### config.mk
export PLATFORM = sky130hd
export DESIGN_NAME = ajr_sqrt
export DESIGN_NICKNAME = d
export VERILOG_FILES = /design/src/hdl/ajr_pkg.sv /design/src/hdl/ajr_sqrt.sv
export SDC_FILE = /design/constraint.sdc
export NUM_CORES = 2
export LEC_CHECK = 0
export ABC_CLOCK_PERIOD_IN_PS = 4800
export BUFFER_PORTS_ARGS = -buffer_cell sky130_fd_sc_hd__buf_2
export CORE_ASPECT_RATIO = 2
export CORE_UTILIZATION = 35
export CTS_BUF_LIST = sky130_fd_sc_hd__clkbuf_4
export DETAILED_ROUTE_END_ITERATION = 10
export PLACE_DENSITY_LB_ADDON = 0.25
export SETUP_SLACK_MARGIN = 0.1
export SLEW_MARGIN = 15
export SYNTH_ARGS = -nofsm -noshare
export SYNTH_HDL_FRONTEND = slang
export SYNTH_MEMORY_MAX_BITS = 65536
export SYNTH_SLANG_ARGS = --single-unit
### constraint.sdc
create_clock -name clk -period 4.8 [get_ports clk]
set_input_delay 0.24 -clock clk [delete_from_list [all_inputs] [get_ports clk]]
set_output_delay 0.24 -clock clk [all_outputs]
set_load 0.01 [all_outputs]
### src/hdl/ajr_pkg.sv
// Package: shared constants, register indexes, row codes and pipeline types.
`default_nettype none
package ajr_pkg;

	localparam int FRAC_BITS = 16;
	localparam int N_ROWS    = 6;

	// configuration register indexes
	localparam logic [2:0] REG_SENSOR1_X  = 3'd0;
	localparam logic [2:0] REG_SENSOR1_Y  = 3'd1;
	localparam logic [2:0] REG_SENSOR2_X  = 3'd2;
	localparam logic [2:0] REG_SENSOR2_Y  = 3'd3;
	localparam logic [2:0] REG_SENSOR3_X  = 3'd4;
	localparam logic [2:0] REG_SENSOR3_Y  = 3'd5;
	localparam logic [2:0] REG_TDOA_SCALE = 3'd6;

	localparam logic signed [31:0] RST_SENSOR1_X  = 32'sd0;
	localparam logic signed [31:0] RST_SENSOR1_Y  = 32'sd0;
	localparam logic signed [31:0] RST_SENSOR2_X  = -32'sd128195;
	localparam logic signed [31:0] RST_SENSOR2_Y  = -32'sd48484149;
	localparam logic signed [31:0] RST_SENSOR3_X  = -32'sd25105256;
	localparam logic signed [31:0] RST_SENSOR3_Y  = -32'sd151179;
	localparam logic signed [31:0] RST_TDOA_SCALE = 32'sd65536;

	// full row codes
	localparam logic [2:0] ROW_AOA1   = 3'd0;
	localparam logic [2:0] ROW_AOA2   = 3'd1;
	localparam logic [2:0] ROW_AOA3   = 3'd2;
	localparam logic [2:0] ROW_TDOA12 = 3'd3;
	localparam logic [2:0] ROW_TDOA13 = 3'd4;
	localparam logic [2:0] ROW_TDOA23 = 3'd5;

	localparam logic [3:0] AOA_UNIT_BASE  = 4'd10;
	localparam logic [3:0] TDOA_UNIT_BASE = 4'd4;
	localparam logic [3:0] TDOA_STEP_BASE = 4'd7;
	localparam logic [3:0] COL_NONE       = 4'd13;
	localparam logic [3:0] COL_FILLED     = 4'd0;
	localparam logic [14:0] STEP_MAX      = 15'd32767;
	localparam logic [15:0] STEP_OFFSET   = 16'd2;

	localparam logic signed [31:0] VAL_MAX = 32'sh7FFFFFFF;
	localparam logic signed [31:0] VAL_MIN = 32'sh80000000;
	localparam logic signed [31:0] AOA_LIMIT = 32'(longint'(30) << FRAC_BITS);
	localparam int DEV_SHIFT = 7; // divide by 128 is a floor shift
	localparam longint FILL_WIDE = longint'(1023) << FRAC_BITS;
	localparam logic signed [31:0] FILL_VALUE =
		(FILL_WIDE > longint'(2147483647)) ? VAL_MAX : 32'(FILL_WIDE);

	// unit latencies and pipeline stage numbers
	localparam int DIV_QW   = 32 + FRAC_BITS;
	localparam int DIV_LAT  = DIV_QW + 2;
	localparam int SQ_N     = 32;
	localparam int SQRT_LAT = SQ_N + 2;
	localparam int ST_SUM   = 3;
	localparam int ST_SQ    = ST_SUM + SQRT_LAT;
	localparam int ST_DQ    = ST_SQ + DIV_LAT;
	localparam int ST_SD2   = ST_DQ + 2;

	typedef struct packed {
		logic [2:0]  out_row;
		logic [2:0]  src;
		logic        filled;
		logic        last;
		logic [14:0] step_term;
	} meta_t;

	typedef struct packed {
		logic               valid;
		logic signed [31:0] x;
		logic signed [31:0] y;
		meta_t              meta;
	} row_task_t;

endpackage
`default_nettype wire

### src/hdl/ajr_sqrt.sv
// Pipelined integer square root of a 64-bit value, saturated to 31 bits.
`default_nettype none
module ajr_sqrt (
	input  wire logic        clk,
	input  wire logic        en,
	input  wire logic [63:0] v,
	output logic signed [31:0] r
);
	import ajr_pkg::*;

	logic [63:0] v_s    [0:SQ_N-1];
	logic [33:0] rem_s  [0:SQ_N];
	logic [31:0] root_s [0:SQ_N];
	logic [33:0] rem_nx  [1:SQ_N];
	logic [31:0] root_nx [1:SQ_N];

	always_comb begin
		logic [35:0] t, tr;
		logic        ge;
		for (int k = 1; k <= SQ_N; k++) begin
			t  = {rem_s[k-1], v_s[k-1][63:62]};
			tr = {2'b00, root_s[k-1], 2'b01};
			ge = t >= tr;
			rem_nx[k]  = ge ? 34'(t - tr) : t[33:0];
			root_nx[k] = {root_s[k-1][30:0], ge};
		end
	end

	always_ff @(posedge clk) begin
		if (en) begin
			v_s[0]    <= v;
			rem_s[0]  <= '0;
			root_s[0] <= '0;
			for (int k = 1; k <= SQ_N; k++) begin
				rem_s[k]  <= rem_nx[k];
				root_s[k] <= root_nx[k];
			end
			for (int k = 1; k < SQ_N; k++)
				v_s[k] <= {v_s[k-1][61:0], 2'b00};
			r <= root_s[SQ_N][31] ? VAL_MAX : $signed(root_s[SQ_N]);
		end
	end
endmodule
`default_nettype wire

After elaboration in Yosys (flattened, before gate mapping). Memory sizes are Yosys's and may differ from the RTL's. Cells that the tools add are included.

Add/subtract/negate cells: 32. $lt $le $gt $ge: 32. Multiplexer cells: 34.

Operator list (number): $ge A36 B34 Y1 (32); $mux W34 (32); $sub A34 B34 Y34 (32); $mux W1 (2).

Flip-flop bits (word level): 32. Bits in writable memories: 4226. Output and inout port bits: 32. Logic and storage cells: 103. Memories kept: 3.

Memory list: v_s (depth 32, width 64, read ports 32, clocked after memory_dff 0, wr ports 32, line ajr_sqrt.sv:11) `logic [63:0] v_s [0:SQ_N-1];`; rem_s (depth 33, width 34, read ports 32, clocked after memory_dff 0, wr ports 33, line ajr_sqrt.sv:12) `logic [33:0] rem_s [0:SQ_N];`; root_s (depth 33, width 32, read ports 33, clocked after memory_dff 0, wr ports 33, line ajr_sqrt.sv:13) `logic [31:0] root_s [0:SQ_N];`.

Logic depth before layout (Yosys ltp). An unclocked memory read counts as a cell.

Depth in word-level cells: 3. Depth in mapped cells: 15. Mapped depth without buffers: 12.

Worst setup path after synthesis. OpenSTA, ideal clock, no wires.

Path type: reg2reg. Start point: memory rem_s[15][0] (netlist: rem_s[0][510]). End point: memory rem_s[16][28] (netlist: rem_s[0][572]), data pin. Setup time: 0.258 ns. Data arrival time: 3.142 ns. Required time: 4.542 ns. Setup slack: 1.400 ns. Stages on the path, launching flop included: 11. Clock period less this slack: 3.400 ns. Path through: edfxtp_1 > ha_1 > nor2b_1 > o31ai_1 > nand4b_1 > a2111o_1 > a21bo_2 > a221o_1 > or2_2 > or4_1 > xnor2_1.

RTL lines (line): from (decl) (ajr_sqrt.sv:12).

==> metrics.md <==
| Metric | Value |
|---|---|
| Area growth, synth to finish | `13.96%` |
| Largest net degree at the start of global routing | `roughly 120` |
| Row count | `304` |
| Final Cell Area | `between 100,000 and 150,000 um^2` |
| Worst-Margin Slew | `1.032 ns` |
| Critical Path Source Type | `flip-flop` |
| Max-cap violations | `0` |
| Top cell type's share of synthesized area | `65.13%` |
| CTS buffer count | `between 600 and 700` |
| DPL Wire Length | `213,800 um` |
| Drt first pass iters | `5` |
| Final worst slack | `approximately 0.62 ns` |
| Max Fanout on Critical Path | `8` |
| Vias per inst | `around 5.0` |
| Power per cell area | `446.9 nW/um^2` |
| Core Area | `~340,000 um^2` |
| Critical path capture point type | `flip-flop` |
| Clock Latency Late Sink | `around 1.4 ns` |
| Setup total negative slack | `0 ns` |
| R2R setup slack | `around 0.62 ns` |
| Setup-failing EPs final | `0` |
| Status | `finished, final reports clean` |
| Clk root buf | `clkbuf_4` |
| Clock Skew | `between 0.1 and 0.15 ns` |
| Place WS | `roughly 0.61 ns` |
| CTS tree | `done` |
| Sink Count | `around 2,600` |
| Yosys cell types | `88` |
| Chip width | `417.3 um` |
| WS Path Type | `flip-flop to flip-flop` |
| RSZ-0062 raised after global routing | `false` |
| DRT Wirelength | `between 200,000 and 300,000 um` |
| Placed cell count | `~14,000` |
| Post-Syn Area | `around 120,000 um^2` |
| DRC Markers | `0` |
| Hold Path Class | `input port to flip-flop` |
| Largest cells by area after synthesis | `edfxtp_1, ha_1, xor2_1` |
| Layout cell share with drive strength beyond 1 | `between 10% and 20%` |
| Fin. Hold Viols | `0` |
| Post-synthesis async set-or-reset flop share | `0%` |
| Worst slew margin | `roughly 31%` |
| DP Area | `128,000 um^2` |
| Post-synth top flop | `edfxtp_1` |
| Clock transition at the registers of the reported paths | `about 0.07 ns` |
| Vias in the first global route | `roughly 81,000` |
| Die area | `between 300,000 and 400,000 um^2` |
| Mean Syn Cell Area | `about 13 um^2` |
| Min cycle time layout | `4.185 ns` |
| Clock tree buffer depth | `4` |
| Most frequent cells in the layout | `edfxtp_1, clkbuf_4, inv_1` |
| Die height | `between 800 and 900 um` |
| Cell count after synthesis | `9,251` |
| Post-synthesis sequential area ratio | `65.13%` |
| All-Layer GR Usage | `between 10% and 20%` |
| Synth Register Bits | `about 2,600` |
| Leak | `approximately 0.052 uW` |
| GPL Wtd Cong | `between 1 and 1.5` |
| First-pass GRT wire length | `~440,000 um` |
| Final hold slack | `0.2402 ns` |
| WP data required | `5.84 ns` |
| Fin crit share | `~87%` |
| Worst Path Arrival | `5.23 ns` |
| Routed vias | `75,540` |
| Fmax | `~240 MHz` |
| Routed wire per std cell | `about 19 um` |
| Initial DRC Count | `between 3,000 and 4,000` |
| Global route overflow | `0` |
| Finished Layout Cells | `between 15,000 and 20,000` |
| Initial core utilization | `around a third` |
| Post-synth EDFFs | `roughly 2,600` |
| PostCTS Resize Cnt | `0` |
| Nets | `about 11,000` |
| Worst VDD drop | `298.1 uV` |
| Synthesis Warnings | `0` |
| # H-tree levels | `6` |
| Initial antenna violation count | `5` |
| IO buf count | `96` |
| Most common cell after layout, fill and taps aside | `edfxtp_1` |
| I/O pins | `98` |
| Post-DRT Antenna Nets | `0` |
| Post-CTS Setup Bufs | `0` |
| Slew Viols, Final | `0` |
| Biggest area consumer among synthesized cells | `edfxtp_1` |
==> worst max-delay path: stages (launching register included) <==
cell and delay, ns:
edfxtp_1 0.40, ha_1 0.45, nand4_1 0.27, nor4_1 0.70, buf_4 0.27, nand3_1 0.24
nand4_1 0.22, nor3b_2 0.08, or2_2 0.28, or4b_2 0.69, nor2_1 0.15, xor2_1 0.08
==> layout make-up <==
cell class | count | area, um^2
Clock buffer | 861 | 6464
Timing Repair Buffer | 461 | 4084
Clock inverter | 217 | 1165
Inverter | 716 | 2688
Sequential cell | 2618 | 78620
Fill cell | 32219 | 205200
Tap cell | 4590 | 5743
Antenna cell | 14 | 35.03
Multi-Input combinational cell | 5731 | 38760
==> Yosys cell counts (140+ instances only) <==
cell type,count
edfxtp_1,2618
inv_1,713
nand2_1,667
o21ai_0,567
ha_1,562
a21oi_1,528
nor2_1,486
xor2_1,473
xnor2_1,377
a21o_1,242
nor3_1,217
nand3_1,159
clkbuf_1,156
nor4_1,140
==> layer usage <==
metal | up-vias | GRT usage [%] | wire length [um]
li1 | 36438 | - | -
met1 | 36223 | 11.95 | 82280
met5 | - | 0 | 27
met4 | 4 | 12.53 | 23410
met3 | 1034 | 2.706 | 9933
met2 | 1841 | 35.37 | 176000
==> registers in the layout, summed over array words and instances (netlist names) <==
register  count
root_s      528
rem_s      1003
v_s        1056
r            31
==> stage by stage <==
stage                     total power, uW  util [%]
after floorplan                     39100         -
after global placement              43780     37.34
after detailed placement            44050     37.34
after CTS                           62440     40.13
after global routing                64850     40.13
final                               61480     40.14
==> power breakdown <==
| part | internal, uW | switching, uW | total [uW] |
|---|---|---|---|
| Clock | 8810 | 8930 | 17700 |
| Sequential | 28700 | 1790 | 30500 |
| Combinational | 5290 | 7950 | 13200 |
| Total | 42800 | 18700 | 61500 |
==> cell families (layout without fill, tap and decap cells) <==
| group | Yosys count | after routing | synth area share (%) |
|---|---|---|---|
| other | 1 | 16 | 0.003107 |
| multiplexers | 66 | 66 | 0.6023 |
| AND/OR/NAND/NOR | 2383 | 2383 | 9.863 |
| adder cells (fa/ha/maj) | 562 | 562 | 5.826 |
| flip-flops | 2618 | 2618 | 65.13 |
| AO/OA/AOI/OAI | 1868 | 1868 | 9.560 |
| XOR/XNOR | 850 | 850 | 6.168 |
| buffers and inverters | 903 | 2255 | 2.847 |
==> repair_timing <==
item,CTS,global route
endpoints found under the hold margin,2648,0
hold buffers,192,0
endpoints found under the setup margin,0,0
==> worst paths after layout <==
check / start / endpoint / cells after the start
setup / recovery: rem_s[0][828] / rem_s[0][881] / 11
hold / removal: v[41] / v_s[0][41] / 3
setup reg to reg: rem_s[0][828] / rem_s[0][881] / 11
hold reg to reg: v_s[0][342] / v_s[0][408] / 0
(Power assumes the default switching activity.)
