[src/hdl/ajr_pkg.sv]
// Package: shared constants, register indexes, row codes and pipeline types.
`default_nettype none
package ajr_pkg;

	localparam int FRAC_BITS = 16;
	localparam int N_ROWS    = 6;

	// configuration register indexes
	localparam logic [2:0] REG_SENSOR1_X  = 3'd0;
	localparam logic [2:0] REG_SENSOR1_Y  = 3'd1;
	localparam logic [2:0] REG_SENSOR2_X  = 3'd2;
	localparam logic [2:0] REG_SENSOR2_Y  = 3'd3;
	localparam logic [2:0] REG_SENSOR3_X  = 3'd4;
	localparam logic [2:0] REG_SENSOR3_Y  = 3'd5;
	localparam logic [2:0] REG_TDOA_SCALE = 3'd6;

	localparam logic signed [31:0] RST_SENSOR1_X  = 32'sd0;
	localparam logic signed [31:0] RST_SENSOR1_Y  = 32'sd0;
	localparam logic signed [31:0] RST_SENSOR2_X  = -32'sd128195;
	localparam logic signed [31:0] RST_SENSOR2_Y  = -32'sd48484149;
	localparam logic signed [31:0] RST_SENSOR3_X  = -32'sd25105256;
	localparam logic signed [31:0] RST_SENSOR3_Y  = -32'sd151179;
	localparam logic signed [31:0] RST_TDOA_SCALE = 32'sd65536;

	// full row codes
	localparam logic [2:0] ROW_AOA1   = 3'd0;
	localparam logic [2:0] ROW_AOA2   = 3'd1;
	localparam logic [2:0] ROW_AOA3   = 3'd2;
	localparam logic [2:0] ROW_TDOA12 = 3'd3;
	localparam logic [2:0] ROW_TDOA13 = 3'd4;
	localparam logic [2:0] ROW_TDOA23 = 3'd5;

	localparam logic [3:0] AOA_UNIT_BASE  = 4'd10;
	localparam logic [3:0] TDOA_UNIT_BASE = 4'd4;
	localparam logic [3:0] TDOA_STEP_BASE = 4'd7;
	localparam logic [3:0] COL_NONE       = 4'd13;
	localparam logic [3:0] COL_FILLED     = 4'd0;
	localparam logic [14:0] STEP_MAX      = 15'd32767;
	localparam logic [15:0] STEP_OFFSET   = 16'd2;

	localparam logic signed [31:0] VAL_MAX = 32'sh7FFFFFFF;
	localparam logic signed [31:0] VAL_MIN = 32'sh80000000;
	localparam logic signed [31:0] AOA_LIMIT = 32'(longint'(30) << FRAC_BITS);
	localparam int DEV_SHIFT = 7; // divide by 128 is a floor shift
	localparam longint FILL_WIDE = longint'(1023) << FRAC_BITS;
	localparam logic signed [31:0] FILL_VALUE =
		(FILL_WIDE > longint'(2147483647)) ? VAL_MAX : 32'(FILL_WIDE);

	// unit latencies and pipeline stage numbers
	localparam int DIV_QW   = 32 + FRAC_BITS;
	localparam int DIV_LAT  = DIV_QW + 2;
	localparam int SQ_N     = 32;
	localparam int SQRT_LAT = SQ_N + 2;
	localparam int ST_SUM   = 3;
	localparam int ST_SQ    = ST_SUM + SQRT_LAT;
	localparam int ST_DQ    = ST_SQ + DIV_LAT;
	localparam int ST_SD2   = ST_DQ + 2;

	typedef struct packed {
		logic [2:0]  out_row;
		logic [2:0]  src;
		logic        filled;
		logic        last;
		logic [14:0] step_term;
	} meta_t;

	typedef struct packed {
		logic               valid;
		logic signed [31:0] x;
		logic signed [31:0] y;
		meta_t              meta;
	} row_task_t;

endpackage
`default_nettype wire

[src/hdl/ajr_if.sv]
// Interfaces: request channel and result channel.
`default_nettype none
interface ajr_in_if;
	logic               valid;
	logic               ready;
	logic signed [31:0] pos_x;
	logic signed [31:0] pos_y;
	logic [14:0]        step_number;
	logic [5:0]         valid_mask;
	logic [1:0]         aoa_count;
	logic [1:0]         tdoa_count;
	modport source (output valid, pos_x, pos_y, step_number, valid_mask, aoa_count,
		tdoa_count, input ready);
	modport sink (input valid, pos_x, pos_y, step_number, valid_mask, aoa_count,
		tdoa_count, output ready);
endinterface

`default_nettype wire

[src/hdl/ajr_sched.sv]
// Row scheduler: holds one request and issues its emitted rows, one per cycle while en is high.
`default_nettype none
module ajr_sched (
	input  wire logic        clk,
	input  wire logic        arst_n,
	input  wire logic        en,
	ajr_in_if.sink           in_ch,
	output ajr_pkg::row_task_t task_s0
);
	import ajr_pkg::*;

	logic               item_v_q;
	logic signed [31:0] x_q, y_q;
	logic [14:0]        step_q;
	logic [N_ROWS-1:0]  emit_q, fill_q;
	logic [2:0]         src_q [0:N_ROWS-1];

	logic [2:0]         src_n [0:N_ROWS-1];
	logic [N_ROWS-1:0]  emit_n, fill_n, rem_mask;
	logic [2:0]         cnt, sum, pick;
	logic               mismatch, last, accept;
	logic [15:0]        st_wide;
	logic [14:0]        step_n;

	// compaction of the incoming mask
	always_comb begin
		cnt = '0;
		for (int i = 0; i < N_ROWS; i++)
			src_n[i] = '0;
		for (int i = 0; i < N_ROWS; i++) begin
			if (in_ch.valid_mask[i]) begin
				src_n[cnt] = 3'(i);
				cnt = cnt + 3'd1;
			end
		end
		sum = {1'b0, in_ch.aoa_count} + {1'b0, in_ch.tdoa_count};
		mismatch = cnt != sum;
		for (int k = 0; k < N_ROWS; k++) begin
			fill_n[k] = mismatch && (3'(k) >= sum);
			emit_n[k] = (3'(k) < cnt) || fill_n[k];
		end
		st_wide = {1'b0, in_ch.step_number} + STEP_OFFSET;
		step_n  = (st_wide > {1'b0, STEP_MAX}) ? STEP_MAX : st_wide[14:0];
	end

	always_comb begin
		pick = '0;
		for (int k = N_ROWS - 1; k >= 0; k--)
			if (emit_q[k]) pick = 3'(k);
		rem_mask = emit_q & ~(N_ROWS'(1) << pick);
		last = rem_mask == '0;
	end

	assign in_ch.ready = !item_v_q || (en && last);
	assign accept      = in_ch.valid && in_ch.ready;

	always_ff @(posedge clk or negedge arst_n) begin
		if (!arst_n) begin
			item_v_q <= 1'b0;
			task_s0  <= '0;
		end else begin
			if (en) begin
				task_s0.valid          <= item_v_q;
				task_s0.x              <= x_q;
				task_s0.y              <= y_q;
				task_s0.meta.out_row   <= pick;
				task_s0.meta.src       <= src_q[pick];
				task_s0.meta.filled    <= fill_q[pick];
				task_s0.meta.last      <= last;
				task_s0.meta.step_term <= step_q;
			end
			if (accept)
				item_v_q <= emit_n != '0;
			else if (en && item_v_q)
				item_v_q <= !last;
		end
	end

	always_ff @(posedge clk) begin
		if (accept) begin
			x_q    <= in_ch.pos_x;
			y_q    <= in_ch.pos_y;
			step_q <= step_n;
			emit_q <= emit_n;
			fill_q <= fill_n;
			for (int k = 0; k < N_ROWS; k++)
				src_q[k] <= src_n[k];
		end else if (en && item_v_q) begin
			emit_q <= rem_mask;
		end
	end
endmodule
`default_nettype wire

[src/flat_wrapper.sv]
// flat-port wrapper written by rule: the top's interface ports become plain ports
module ajr_sched_flat import ajr_pkg::*;
  (clk, arst_n, en, task_s0, in_ch_valid, in_ch_pos_x, in_ch_pos_y, in_ch_step_number, in_ch_valid_mask, in_ch_aoa_count, in_ch_tdoa_count, in_ch_ready);
  ajr_in_if in_ch_i ();
  input  wire logic clk;
  input  wire logic arst_n;
  input  wire logic en;
  output ajr_pkg::row_task_t task_s0;
  input wire logic [$bits(in_ch_i.valid)-1:0] in_ch_valid;
  input wire logic [$bits(in_ch_i.pos_x)-1:0] in_ch_pos_x;
  input wire logic [$bits(in_ch_i.pos_y)-1:0] in_ch_pos_y;
  input wire logic [$bits(in_ch_i.step_number)-1:0] in_ch_step_number;
  input wire logic [$bits(in_ch_i.valid_mask)-1:0] in_ch_valid_mask;
  input wire logic [$bits(in_ch_i.aoa_count)-1:0] in_ch_aoa_count;
  input wire logic [$bits(in_ch_i.tdoa_count)-1:0] in_ch_tdoa_count;
  output wire logic [$bits(in_ch_i.ready)-1:0] in_ch_ready;
  assign in_ch_i.valid = in_ch_valid;
  assign in_ch_i.pos_x = in_ch_pos_x;
  assign in_ch_i.pos_y = in_ch_pos_y;
  assign in_ch_i.step_number = in_ch_step_number;
  assign in_ch_i.valid_mask = in_ch_valid_mask;
  assign in_ch_i.aoa_count = in_ch_aoa_count;
  assign in_ch_i.tdoa_count = in_ch_tdoa_count;
  assign in_ch_ready = in_ch_i.ready;
  ajr_sched u_core (.clk(clk), .arst_n(arst_n), .en(en), .in_ch(in_ch_i), .task_s0(task_s0));
endmodule
[config.mk]
export PLATFORM = sky130hd
export DESIGN_NAME = ajr_sched_flat
export DESIGN_NICKNAME = d
export VERILOG_FILES = /design/src/hdl/ajr_pkg.sv /design/src/hdl/ajr_if.sv /design/src/hdl/ajr_sched.sv /design/src/flat_wrapper.sv
export SDC_FILE = /design/constraint.sdc
export NUM_CORES = 1
export LEC_CHECK = 0
export ABC_CLOCK_PERIOD_IN_PS = 6350
export BUFFER_PORTS_ARGS = -buffer_cell sky130_fd_sc_hd__buf_2
export CAP_MARGIN = 20
export CELL_PAD_IN_SITES_DETAIL_PLACEMENT = 0
export CELL_PAD_IN_SITES_GLOBAL_PLACEMENT = 2
export CORE_ASPECT_RATIO = 0.5
export CORE_MARGIN = 2
export CORE_UTILIZATION = 40
export CTS_CLUSTER_SIZE = 8
export DETAILED_ROUTE_END_ITERATION = 10
export GPL_ROUTABILITY_DRIVEN = 1
export PLACE_DENSITY = 0.9
export SLEW_MARGIN = 30
export SYNTH_ARGS = -nofsm -noshare
export SYNTH_HDL_FRONTEND = slang
export SYNTH_SLANG_ARGS = --single-unit
[constraint.sdc]
create_clock -name clk -period 6.35 [get_ports clk]
set_input_delay 1.27 -clock clk [delete_from_list [all_inputs] [get_ports clk]]
set_output_delay 1.27 -clock clk [all_outputs]
set_load 0.005 [all_outputs]
## Yosys cells after proc, flatten, opt, wreduce, memory -nomap -nowiden

Memories as Yosys holds them, arrays and structs flattened. A register that Yosys moved wholly into a read port is not among the register bits.
Index checks and enable logic that the tools add are counted.

- Register bits: 177
- Memories: 1
- Word-level logic and storage cells: 128
- Output and inout bits: 89
- Bits in latches: 0
- Memory bits (writable): 18
- Input bits: 93
- ROM bits: 0

- Magnitude comparators: 24
- Reductions and logical operators: 27
- Muxes and demuxes: 35
- Multipliers: 0
- Bitwise gates (word level): 19
- Equal/unequal tests: 1
- $add $sub $neg: 7
- Shift-type cells: 1
- Divide/modulo/power cells: 0

Memories:

| name | depth | width | rd ports | clocked after Yosys merged registers in | wr ports | RTL line | text |
|---|---|---|---|---|---|---|---|
| u_core.src_q | 6 | 3 | 1 | 1 | 6 | ajr_sched.sv:16 | `logic [2:0] src_q [0:N_ROWS-1];` |

Operators with widths:

| operator | number |
|---|---|
| 2-to-1 mux 18 bit | 4 |
| 2-to-1 mux 3 bit | 16 |
| demux 3 bit (select 3 bit) | 5 |
| AND 12 bit | 2 |
| NOT 12 bit | 2 |
| bitwise OR 12 bit | 2 |
| greater-or-equal comparator 4 bit (second input constant) | 5 |
| less-than comparator 4 x 1 -> 1 bit (second input constant) | 5 |
| AND 6 bit | 3 |
| NOT 6 bit | 3 |
| adder 15 x 2 -> 16 bit (second input constant) | 1 |
| > comparator 16 x 15 -> 1 bit (second input constant) | 1 |
| 2-to-1 mux 16 bit | 1 |
| NOT 3 -> 4 bit | 4 |
| logical AND 1 bit | 14 |
| adder 3 x 1 -> 3 bit (second input constant) | 4 |
| 2-to-1 mux 6 bit | 2 |
| logical OR 1 bit | 7 |
| greater-or-equal comparator 1 x 3 -> 1 bit (first input constant) | 2 |
| greater-or-equal comparator 2 x 3 -> 1 bit (first input constant) | 2 |
| greater-or-equal comparator 3 bit (first input constant) | 2 |
| logical NOT 6 bit | 1 |
| less-than comparator 1 x 3 -> 1 bit (first input constant) | 2 |
| less-than comparator 2 x 3 -> 1 bit (first input constant) | 2 |
| 14 further kinds | 22 |

## Logic depth before layout (Yosys ltp)

- Word-level depth: 17
- Mapped depth: 16

## Worst setup path before layout

OpenSTA, ideal clock, no wires.

- Kind: input-to-reg
- From: in en
- To: reg u_core.emit_q[1], data pin
- Path buffers: 1
- Setup time: 0.146 ns
- Path slack: 1.463 ns
- Stages: 8
- Data arrival time: 4.741 ns
- Cell sequence: clkbuf_1 inv_1 o31ai_1 o21bai_1 nand2_1 inv_1 o21ai_0 nand2_1

- Longest elaborated chain between the ends: 4

Ends and longest elaborated chain:

| what | RTL line | text |
|---|---|---|
| from (decl) | flat_wrapper.sv:7 | `input wire logic en;` |
| logical AND 1 bit | ajr_sched.sv:54 | `assign in_ch.ready = !item_v_q \|\| (en && last);` |
| logical OR 1 bit | ajr_sched.sv:54 |  |
| via in_ch_ready | flat_wrapper.sv:16 | `output wire logic [$bits(in_ch_i.ready)-1:0] in_ch_ready;` |
| logical AND 1 bit | ajr_sched.sv:55 | `assign accept = in_ch.valid && in_ch.ready;` |
| via u_core.accept | ajr_sched.sv:21 | `logic mismatch, last, accept;` |
| 2-to-1 mux 6 bit | ajr_sched.sv:80 | `if (accept) begin` |
| to (signal assigned) | ajr_sched.sv:84 | `emit_q <= emit_n;` |
| to (signal assigned) | ajr_sched.sv:89 | `emit_q <= rem_mask;` |
| to (decl) | ajr_sched.sv:15 | `logic [N_ROWS-1:0] emit_q, fill_q;` |

The timed path passes the listed nets, and every way through them passes these cells.
A chain may end at the register's enable or synchronous reset.

## Worst setup path after layout

- From: in in_ch_valid_mask[0]
- To: reg u_core.emit_q[5], data pin

- Longest elaborated chain between the ends: 15
- Elaborated cells on any way between the ends: 16
- Classes of those cells: 5 x add/sub; 1 x order compare; 1 x eq/ne; 7 x mux; 2 x reduce/logical

Ends and longest elaborated chain:

| what | RTL line | text |
|---|---|---|
| from (decl) | flat_wrapper.sv:13 | `input wire logic [$bits(in_ch_i.valid_mask)-1:0] in_ch_valid_mask;` |
| 2-to-1 mux 1 bit (*) | ajr_sched.sv:31 | `if (in_ch.valid_mask[i]) begin` |
| adder 1 x 1 -> 2 bit | ajr_sched.sv:33 | `cnt = cnt + 3'd1;` |
| 2-to-1 mux 3 bit (*) | ajr_sched.sv:31 |  |
| adder 3 x 1 -> 3 bit | ajr_sched.sv:33 |  |
| 2-to-1 mux 3 bit (*) | ajr_sched.sv:31 |  |
| adder 3 x 1 -> 3 bit | ajr_sched.sv:33 |  |
| 2-to-1 mux 3 bit (*) | ajr_sched.sv:31 |  |
| adder 3 x 1 -> 3 bit | ajr_sched.sv:33 |  |
| 2-to-1 mux 3 bit (*) | ajr_sched.sv:31 |  |
| adder 3 x 1 -> 3 bit | ajr_sched.sv:33 |  |
| 2-to-1 mux 3 bit (*) | ajr_sched.sv:31 |  |
| != test 3 bit (*) | ajr_sched.sv:37 | `mismatch = cnt != sum;` |
| logical AND 1 bit (*) | ajr_sched.sv:39 | `fill_n[k] = mismatch && (3'(k) >= sum);` |
| via u_core.fill_n[5] | ajr_sched.sv:19 | `logic [N_ROWS-1:0] emit_n, fill_n, rem_mask;` |
| logical OR 1 bit (*) | ajr_sched.sv:40 | `emit_n[k] = (3'(k) < cnt) \|\| fill_n[k];` |
| 2-to-1 mux 6 bit (*) | ajr_sched.sv:80 |  |

The timed path passes the listed nets; every way through them passes the cells marked *.

==> results_dict.tcl <==
set metrics [dict create \
    rr_worst_depth 6 \
    endpoint_kind "register" \
    pwr_density_cell_nw_per_um2 393 \
    viasPerCell 4.98 \
    max_clock_freq_ghz 0.224 \
    design.portCount 182 \
    grt_max_degree 78 \
    initial_utilization_pct 40.6 \
    timing.critical_path.slowest_stage_cell "fa_1" \
    final-max-slew-violation-count 0 \
    status "finished, final reports clean" \
    syn_to_final_growth_pct 21.6 \
    grt_pass1_vias 5274 \
    synth_flop_cell "edfxtp_1" \
    cts.sink_count 198 \
    final.min_clock_period_ps 4470 \
    residual_drc_count 0 \
    nNetsFinal 849 \
    avgSynthCellArea_um2 14.6 \
    class_of_the_most_critical_setup_path "primary input to register" \
    synth-warning-count 0 \
    worst_hold_class "register to register" \
    post-cts-setup-buffer-count 0 \
    grt_setup_unrepaired "no" \
    chipWidth_um 207 \
    synth_cell_type_count 60 \
    syn_area_um2 8280 \
    die_height_um 106 \
    final-setup-viol-count 0 \
    insertion_delay_ps 430 \
    post-dp-hpwl_um 11900 \
    fillerInstances 1805 \
    timing.critical_path.arrival_ps 4650 \
    route.layer.met1.wl_um 7500 \
    clock-root-buffer "clkbuf_16" \
    multiInputGateArea_um2 2640 \
    crit_required_ps 6530 \
    tns_ps 0 \
    synth_nets 671 \
    ir_worst_vdd_v 0.000196 \
    total_routed_length_um 17100 \
    seq_area_frac_synth_pct 66.4 \
    met3_length_um 471 \
    seq_power_share_pct 48.4 \
    flops_latches_synth 198 \
    leakagePower_nw 4.15 \
    first_iter_violations 276 \
    deepest_level_of_the_cts_h_tree 4 \
    power.internal_w 0.00279 \
    worst_hold_slack_ps 470 \
    route.met2.wl_um 8890 \
    async_flop_share_pct 44.9 \
    tritoncts "built" \
    period_share_pct 70.4 \
    worst_slew_pin_slew_ps 893 \
    core-area_um2 20400 \
    number_of_maximum_capacitance_violations 0 \
    post_drt_wl_per_cell_um 16.6 \
    worst_setup_path_start_kind "primary input" \
    design_power_total_w 0.00395 \
    die-area_um2 21900 \
    hold_viol 0 \
    number_of_antenna_violations_at_the_first_check_in_global_routing 1 \
    switchingPower_w 0.00117 \
    clock_power_share_pct 27.9 \
    antenna_violating_nets_post_route 0 \
    worstPathCellList "buf_2 -> fa_1 -> ha_1 -> xor2_1 -> nand3_1 -> o31ai_1 -> nor2_1 -> ha_1 -> nand2_1 -> xor2_1 -> xnor2_2 -> mux2i_1 -> o211a_1 -> o31a_1" \
    grt_util_all_layers_pct 15.7 \
    grt_first_pass_wirelength_um 27400 \
    comb_pwr_share_pct 23.7 \
    cts-root-to-sink-buffers 2 \
    hold_depth 1 \
    largest_fanout_of_any_net_on_the_critical_path 14 \
    layout_cells_sized_above_1_pct 41.7 \
    top_layer "met4" \
    clock_skew_ps 8.78 \
    gp_routability_congestion 0.801 \
    synthCells 566 \
    netSwitchingFraction_pct 29.5 \
    cts_hold_repair.buffers 0 \
    cpPeakStageDelay_ps 830 \
    worst_setup_hold_path_clk_slew_ps 80 \
    seq_area_um2 5500 \
    cts_made_buffers 17 \
    timing.slew.headroom_pct 39.8 \
    synth_enable_flop_cells 109 \
    num_vias 5130 \
    detailedRoute.firstPassIterationCount 4 \
    numPortBuffers 181 \
    grt-ovfl-total 0 \
    num_rows 37 \
    post_cts_sizing_count 0 \
]
-- cell families (layout without fill, tap and decap cells) --
logic type,count (synthesis),count (layout),synth area share [%]
compound gates,81,81,6.45
xor+xnor,19,19,3.01
fa+ha+maj,12,12,1.99
buf+inv,34,225,1.68
flops,198,198,66.4
mux,94,94,12.7
other cells,0,1,0
simple gates,128,128,7.72
-- per-stage QoR --
step                      instances  area, µm²  worst slack [ps]  utilization [%]
final                          1031      10100              1880             49.3
after global routing           1031      10100              1690             49.3
after CTS                      1030      10100              1890             49.3
after detailed placement        998       9460              1430             46.3
after global placement          998       9450              1490             46.3
after floorplan                 566       8280              1460                -
-- worst max-delay path, delay by kind of cell --
family / cells / cell delay, ps
AOI/OAI and AO/OA: 3 / 630
xor gates and xnor gates: 3 / 830
buffers and inverters: 1 / 130
and+or+nand+nor: 3 / 300
adders and majority gates: 3 / 1320
muxes: 1 / 150
-- cell usage in the layout (no fill, tap or decap), types with 5 or more instances in the layout --
cell type / count
xnor2_1: 5
nand3_1: 14
mux2_2: 89
nand2b_1: 7
edfxtp_1: 109
nor2b_1: 6
mux2i_1: 5
clkbuf_16: 17
o31ai_1: 5
nor3_1: 6
inv_6: 8
inv_1: 8
xor2_1: 8
o21ai_0: 25
a21oi_1: 17
ha_1: 10
buf_2: 179
dfrtp_1: 89
nand2_1: 43
nor2_1: 19
and3_1: 8
-- layout make-up --
class	instances	area share (%)
timing repair buffer	184	9.31
antenna	1	0.0249
sequential	198	54.6
multi-input combinational	334	26.2
clock buffer	17	4.23
inverter	9	0.385
clock inverter	15	1.80
tap	273	3.39
-- power groups by stage --
stage | sequential, W | clock (W) | combinational (W)
finish | 0.00191 | 0.00110 | 0.000938
CTS | 0.00191 | 0.00113 | 0.000958
detailed placement | 0.00194 | 0 | 0.000954
floorplan | 0.00193 | 0 | 0.000575
global placement | 0.00192 | 0 | 0.000944
global route | 0.00195 | 0.00118 | 0.00104
-- metal layers --
| metal | global-route usage, % | vias up |
|---|---|---|
| met2 | 28.4 | 83 |
| li1 | - | 2446 |
| met1 | 19.0 | 2584 |
| met3 | 3.37 | 17 |
| met4 | 4.85 | 0 |
| met5 | 0 | - |
-- Yosys cell counts, drive strengths merged (4+ instances only) --
library cell	count	area [µm²]
mux2	89	1000
xnor2	8	115
inv	9	33.8
nand2b	7	43.8
a21oi	17	85.1
and3	8	50.1
or3	4	25.0
clkbuf	21	78.8
mux2i	5	50.1
nor3	6	30.0
dfrtp	89	2230
xor2	9	86.3
nand2	43	161
buf	4	26.3
nand3	14	70.1
o2bb2ai	4	35.0
a31oi	4	25.0
nor2b	6	37.5
nor2	19	71.3
ha	10	125
edfxtp	109	3270
o21ai	25	125
o31ai	5	37.5
-- state kept, by name (all words and copies together), names as in the netlist --
register	cells
u_core.emit_q	6
u_core.fill_q	6
u_core.item_v_q	1
u_core.src_q	18
u_core.step_q	15
u_core.task_s0	88
u_core.x_q	32
u_core.y_q	32
-- final timing paths --
check / slack, ps / end / startpoint
setup reg to reg: 2980 / u_core.step_q[2]$_SDFFCE_PN1P_ / u_core.emit_q[1]$_DFFE_PP_
hold reg to reg: 470 / u_core.task_s0[1]$_DFFE_PN0P_ / u_core.step_q[1]$_SDFFCE_PN1P_
hold / removal: 470 / u_core.task_s0[1]$_DFFE_PN0P_ / u_core.step_q[1]$_SDFFCE_PN1P_
min in group asynchronous: 770 / u_core.task_s0[61]$_DFFE_PN0P_ / arst_n
max in group asynchronous: 4410 / u_core.task_s0[86]$_DFFE_PN0P_ / arst_n
setup / recovery: 1880 / u_core.emit_q[5]$_DFFE_PP_ / in_ch_valid_mask[0]
No activity file was read; power rests on OpenSTA's default activity.
